### config.mk
export PLATFORM = sky130hd
export DESIGN_NAME = sfsf_div
export DESIGN_NICKNAME = d
export VERILOG_FILES = /design/src/rtl/sfsf_pkg.sv /design/src/rtl/sfsf_div.sv
export SDC_FILE = /design/constraint.sdc
export NUM_CORES = 1
export LEC_CHECK = 0
export BUFFER_PORTS_ARGS = -buffer_cell sky130_fd_sc_hd__buf_2
export CORE_MARGIN = 2
export CORE_UTILIZATION = 50
export CTS_BUF_LIST = sky130_fd_sc_hd__clkbuf_8
export DETAILED_ROUTE_END_ITERATION = 16
export PLACE_DENSITY_LB_ADDON = 0.15
export SLEW_MARGIN = 20
export SYNTH_ARGS = -nofsm -noshare
export SYNTH_HDL_FRONTEND = slang
export SYNTH_SLANG_ARGS = --single-unit
### constraint.sdc
create_clock -name aclk -period 3.2 [get_ports aclk]
set_input_delay 0.96 -clock aclk [delete_from_list [all_inputs] [get_ports aclk]]
set_output_delay 0.96 -clock aclk [all_outputs]
set_load 0.01 [all_outputs]
### src/rtl/sfsf_pkg.sv
`timescale 1ns / 1ps
// ---------------------------------------------------------------------------
// sfsf_pkg
// Shared constants, codes and types of the smallest-factor sieve factorizer.
// ---------------------------------------------------------------------------
package sfsf_pkg;

    localparam int unsigned MAX_LIMIT_DEF   = 1048575;
    localparam int unsigned PRIME_SLOTS_DEF = 82025;

    localparam int unsigned VALUE_W  = 20;
    localparam int unsigned STATUS_W = 2;
    localparam int unsigned EXP_W    = 5;
    localparam int unsigned COUNT_W  = 17;
    localparam int unsigned RES_W    = 3;   // result index inside one item
    localparam int unsigned IN_TDATA_W  = 24;
    localparam int unsigned OUT_TDATA_W = 48;

    localparam logic [0:0] OP_BUILD  = 1'b0;
    localparam logic [0:0] OP_FACTOR = 1'b1;

    localparam logic [STATUS_W-1:0] ST_OK        = 2'd0;
    localparam logic [STATUS_W-1:0] ST_RANGE     = 2'd1;
    localparam logic [STATUS_W-1:0] ST_NOT_BUILT = 2'd2;

    typedef enum logic [3:0] {
        S_IDLE,
        S_CLR,
        S_B_RD,
        S_B_CHK,
        S_B_PR,
        S_B_MUL,
        S_B_WR,
        S_B_NEXT,
        S_F_RD,
        S_F_CHK,
        S_F_START,
        S_F_DIV,
        S_OUT
    } state_t;

endpackage

### src/rtl/sfsf_div.sv
`timescale 1ns / 1ps
// ---------------------------------------------------------------------------
// sfsf_div
// Restoring divider, one quotient bit per cycle; done pulses when the last quotient bit is in.
// ---------------------------------------------------------------------------
module sfsf_div import sfsf_pkg::*; #(
    parameter int unsigned W = 20
) (
    input  logic         aclk,
    input  logic         aresetn,
    input  logic         start,
    input  logic [W-1:0] dividend,
    input  logic [W-1:0] divisor,
    output logic         done,
    output logic [W-1:0] quot,
    output logic [W-1:0] rem
);

    localparam int unsigned CW = $clog2(W + 1);

    logic [W-1:0]  rem_reg, rem_next;
    logic [W-1:0]  quo_reg, quo_next;
    logic [W-1:0]  dsr_reg;
    logic [CW-1:0] cnt_reg;
    logic          busy_reg;
    logic          done_reg;
    logic [W:0]    trial;

    // Try to subtract the divisor from the shifted partial remainder
    always_comb begin
        trial = {rem_reg, quo_reg[W-1]} - {1'b0, dsr_reg};
        if (!trial[W]) begin
            rem_next = trial[W-1:0];
            quo_next = {quo_reg[W-2:0], 1'b1};
        end else begin
            rem_next = {rem_reg[W-2:0], quo_reg[W-1]};
            quo_next = {quo_reg[W-2:0], 1'b0};
        end
    end

    // Control: count W steps after start
    always_ff @(posedge aclk) begin
        if (!aresetn) begin
            busy_reg <= 1'b0;
            done_reg <= 1'b0;
            cnt_reg  <= '0;
        end else begin
            done_reg <= 1'b0;
            if (start) begin
                busy_reg <= 1'b1;
                cnt_reg  <= '0;
            end else if (busy_reg) begin
                if (cnt_reg == CW'(W - 1)) begin
                    busy_reg <= 1'b0;
                    done_reg <= 1'b1;
                end
                cnt_reg <= cnt_reg + 1'b1;
            end
        end
    end

    // Datapath: load operands, then shift one bit a cycle
    always_ff @(posedge aclk) begin
        if (start) begin
            rem_reg <= '0;
            quo_reg <= dividend;
            dsr_reg <= divisor;
        end else if (busy_reg) begin
            rem_reg <= rem_next;
            quo_reg <= quo_next;
        end
    end

    assign done = done_reg;
    assign quot = quo_reg;
    assign rem  = rem_reg;

endmodule

==> summary.txt <==
Cells and area
  – Utilization after layout: a little over 60%
  – Share of cells above drive strength 1: between 20% and 30%
  – Synth-to-Final Area Change: 17.11%
  – Count of nets after finishing: around 520
  – Diode insertion count for antenna repair: 0

Worst setup path
  – Largest stage delay, worst path: between 0.4 and 0.5 ns
  – Critical path capture point type: flop
  – Cell family with the largest share of critical-path delay: compound AO/OA/AOI/OAI gates
  – Worst path bufs/invs: 2
  – Flop2flop setup slack: 0.23 ns
  – R2R depth: 11
  – Endpoint of the lowest-slack register-to-register path: rem[1]
  – Startpoint Class: flop
  – CP Data Arrival Time: between 3 and 4 ns
  – Required time of the worst setup path: approximately 3.4 ns
  – Kind of critical path: flop to flop
  – Startpoint of the worst register-to-register path: quot[19]
  – Cell-by-cell trace of the critical path: inv_1, ha_1, fa_1, and2b_1, o2111ai_1, a21oi_1, o21ai_1, a211oi_4, buf_4, nor4_1, a311o_1
  – Slowest CP cell: sky130_fd_sc_hd__fa_1
  – Worst Path Max Fanout: 22

Logic synthesis
  – Instance count of the mapped netlist: roughly 370
  – Average size of a mapped cell: roughly 10 sq um
  – Largest family of logic cells by synthesized area: compound AO/OA/AOI/OAI gates
  – Fraction of the mapped netlist area in compound gates: 15.58%
  – Post-synthesis sequential area ratio: 45.28%
  – Number of synthesized flops with an enable pin: 40
  – Proportion of register bits with asynchronous set or reset after synthesis: 0%
  – Unique cell type count in the Yosys netlist: 56
  – Adder and majority cell fraction of the synthesized area: under 10%
  – Mux contribution to synthesized area: approximately 9.8%
  – Total number of yosys warnings: 0
  – Mapped Area: between 3000 and 4000 sq um
  – Synth Flop Type: sky130_fd_sc_hd__edfxtp_1
  – Number of synthesized register bits: 67
  – Share of the synthesized netlist area taken by xor and xnor gates: between 4 and 5%
  – Simple-gate portion of the synthesized area: between 10% and 20%
  – Synthesized Nets: about 440

CTS
  – Cts repair resizes: 0
  – Max Buffers Root-to-Sink: 2
  – Clock-pin slew of the registers on the worst-case setup and hold paths: around 0.080 ns
  – Clock latency on the worst-skew pair: 0.35 ns
  – Depth of the CTS H-tree: 3
  – Clock tree sinks: between 60 and 70
  – CTS tree: yes
  – Root buffer selected by CTS: sky130_fd_sc_hd__clkbuf_8
  – Number of buffers inserted by post-CTS setup repair: 0
  – CTS hold repair buffers: 0
  – Inserted Clock Buffers: 9

Routing
  – First-pass iteration count of the detailed router: 4
  – Total wire length after detailed routing: roughly 8000 microns
  – Residual DRC count: 0
  – Iteration-0 DRC count of the detailed router: around 140
  – Total via count after detailed routing: between 3000 and 4000
  – Number of vias per cell after detailed routing: approximately 5.4
  – Post-DR wirelength/cell: 14.38 microns
  – Final antenna-violating net count: 0

Placement
  – Placer's final routability congestion estimate: between 0.8 and 0.9
  – Port-buffer cells: 83
  – DPL Wire Length: around 5700 microns

STA
  – Post-route setup TNS: 0 ns
  – Minimum clock period after layout: 2.974 ns
  – Largest clock skew in the final design: ~0.012 ns
  – Minimum hold slack: 0.5201 ns
  – Number of setup violations in the final report: 0
  – Max Clock Freq: ~340 MHz
  – Worst slew margin: 44.91%
  – Final hold viol count: 0
  – RSZ-0062 raised after global routing: no
  – Max-slew violation count: 0
  – Worst Tran Pin Value: around 0.8 ns
  – Final period util: between 90 and 100%

Pwr
  – Total power per unit cell area: roughly 520 nW/um^2
  – Largest voltage drop on the vdd net: between 0.2 and 0.3 mV
  – Post-layout total power: around 2.3 mW
  – LEAKAGE: roughly 1.9 nW

Global routing
  – Pin count of the biggest net entering global routing: 64
  – Overflow left after global routing: 0
  – Number of global-route vias before repair: 2995
  – Number of antenna violations at the first check in global routing: 0
  – Wire length of the first global-routing pass: roughly 14000 microns
  – Overall track demand over capacity in global routing: 20.29%

Floorplanning
  – I/O pin count: 84
  – Initial core utilization: a little over half
  – X dimension of the die: roughly 92 microns
  – Standard-cell rows: 31
  – Total die area: 8410 sq um
  – Area inside the core boundary: roughly 7400 sq um
  – Y dimension of the die: around 92 microns

Min path
  – Path category of the worst min-delay check: flop to flop
  – Hold-critical path endpoint: rem[8]
  – Worst hold path stage count: 2
  – Hold path startpoint: rem[8]

Outcome
  – Result of the run: completed

Run
  – Max Cap Viol: 0
[per-stage QoR]
step / instance area [sq um] / std cells / setup WS (ns)
after floorplan: 3846 / 373 / 0.4312
after global placement: 4313 / 541 / 0.3594
after detailed placement: 4313 / 541 / 0.2310
after CTS: 4504 / 557 / 0.2112
after global routing: 4504 / 557 / 0.005873
final: 4504 / 557 / 0.2261
[Yosys cell counts, types with 2 or more instances]
| library cell | n | area [sq um] |
|---|---|---|
| sky130_fd_sc_hd__buf_6 | 2 | 22.52 |
| sky130_fd_sc_hd__mux2i_1 | 15 | 150.1 |
| sky130_fd_sc_hd__and2_1 | 3 | 18.77 |
| sky130_fd_sc_hd__nand2_1 | 24 | 90.09 |
| sky130_fd_sc_hd__dfxtp_1 | 27 | 540.5 |
| sky130_fd_sc_hd__o211ai_1 | 4 | 30.03 |
| sky130_fd_sc_hd__o21a_1 | 4 | 30.03 |
| sky130_fd_sc_hd__a211oi_1 | 14 | 105.1 |
| sky130_fd_sc_hd__a311oi_1 | 2 | 17.52 |
| sky130_fd_sc_hd__edfxtp_1 | 40 | 1201 |
| sky130_fd_sc_hd__clkbuf_1 | 10 | 37.54 |
| sky130_fd_sc_hd__or3_1 | 4 | 25.02 |
| sky130_fd_sc_hd__o21ai_1 | 3 | 15.01 |
| sky130_fd_sc_hd__ha_1 | 21 | 262.8 |
| sky130_fd_sc_hd__nor3_1 | 5 | 25.02 |
| sky130_fd_sc_hd__nand2b_1 | 4 | 25.02 |
| sky130_fd_sc_hd__buf_4 | 2 | 15.01 |
| sky130_fd_sc_hd__a311o_1 | 2 | 20.02 |
| sky130_fd_sc_hd__o311ai_1 | 4 | 35.03 |
| sky130_fd_sc_hd__nand3_1 | 9 | 45.04 |
| sky130_fd_sc_hd__a31oi_1 | 2 | 12.51 |
| sky130_fd_sc_hd__o31ai_1 | 2 | 15.01 |
| sky130_fd_sc_hd__nor2b_1 | 2 | 12.51 |
| sky130_fd_sc_hd__a21o_1 | 7 | 52.55 |
| sky130_fd_sc_hd__xor2_1 | 10 | 87.58 |
| sky130_fd_sc_hd__inv_1 | 27 | 101.4 |
| sky130_fd_sc_hd__mux2_2 | 19 | 214.0 |
| sky130_fd_sc_hd__xnor2_1 | 8 | 70.07 |
| sky130_fd_sc_hd__nor2_1 | 34 | 127.6 |
| sky130_fd_sc_hd__o21ai_0 | 8 | 40.04 |
| sky130_fd_sc_hd__a21oi_1 | 20 | 100.1 |
| sky130_fd_sc_hd__buf_2 | 4 | 20.02 |
| sky130_fd_sc_hd__nand4_1 | 8 | 50.05 |
[cell usage in the layout (no fill, tap or decap), drive strengths merged, types with 5 or more instances in the layout]
cell and instances:
nand3 9, edfxtp 40, o21ai 11, xor2 10, mux2i 15, clkbuf 9, a21oi 22, dfxtp 27
nor2 34, mux2 20, nand4 8, nor3 5, a21o 7, buf 88, nand2 24, inv 28
xnor2 8, a211oi 15, ha 21
[per-layer routing]
layer	up-vias	track usage (%)	wire length, microns
li1	1523	-	-
met1	1406	26.10	3706
met2	65	33.58	3784
met3	11	4.519	393
met4	0	7.463	125
met5	-	0	0
[where the power goes]
group	internal [mW]	switching [mW]	total, mW	leakage [nW]
logic	0.257	0.324	0.581	1.21
registers	0.996	0.0440	1.04	0.619
clock network	0.357	0.348	0.705	0.0931
total	1.61	0.715	2.33	1.93
[area by class of cell]
| type | instances | area, sq um |
|---|---|---|
| Sequential cell | 67 | 1742 |
| Timing Repair Buffer | 88 | 452.9 |
| Tap cell | 99 | 123.9 |
| Inverter | 28 | 105.1 |
| Clock buffer | 9 | 123.9 |
| Fill cell | 662 | 2865 |
| Multi-Input combinational cell | 259 | 1889 |
| Clock inverter | 7 | 67.56 |
[worst register-to-register path: cells and delay by family (launching register included)]
family          cells  cell delay, ns
compound gates      5            1.14
fa+ha+maj           2            0.63
buf+inv             2            0.39
flops               1            0.38
simple gates        2            0.32
[worst max-delay path by stage]
stage / startpoint / endpoint / slack (ns) / cells after the start
after floorplan: quot[19] / rem[5] / 0.43 / 11
after global placement: quot[19] / rem[1] / 0.36 / 11
after global routing: quot[19] / rem[1] / 0.006 / 11
final: quot[19] / rem[1] / 0.23 / 11
after detailed placement: quot[19] / rem[1] / 0.23 / 11
after CTS: quot[19] / rem[1] / 0.21 / 11
[logic make-up (layout without fill, tap and decap cells)]
family	count (synthesis)	in the layout
AOI/OAI and AO/OA	84	84
xor gates and xnor gates	18	18
muxes	35	35
buffers and inverters	47	132
DFF	67	67
adders and majority gates	22	22
and+or+nand+nor	100	100
Power figures use the tool's default switching activity.
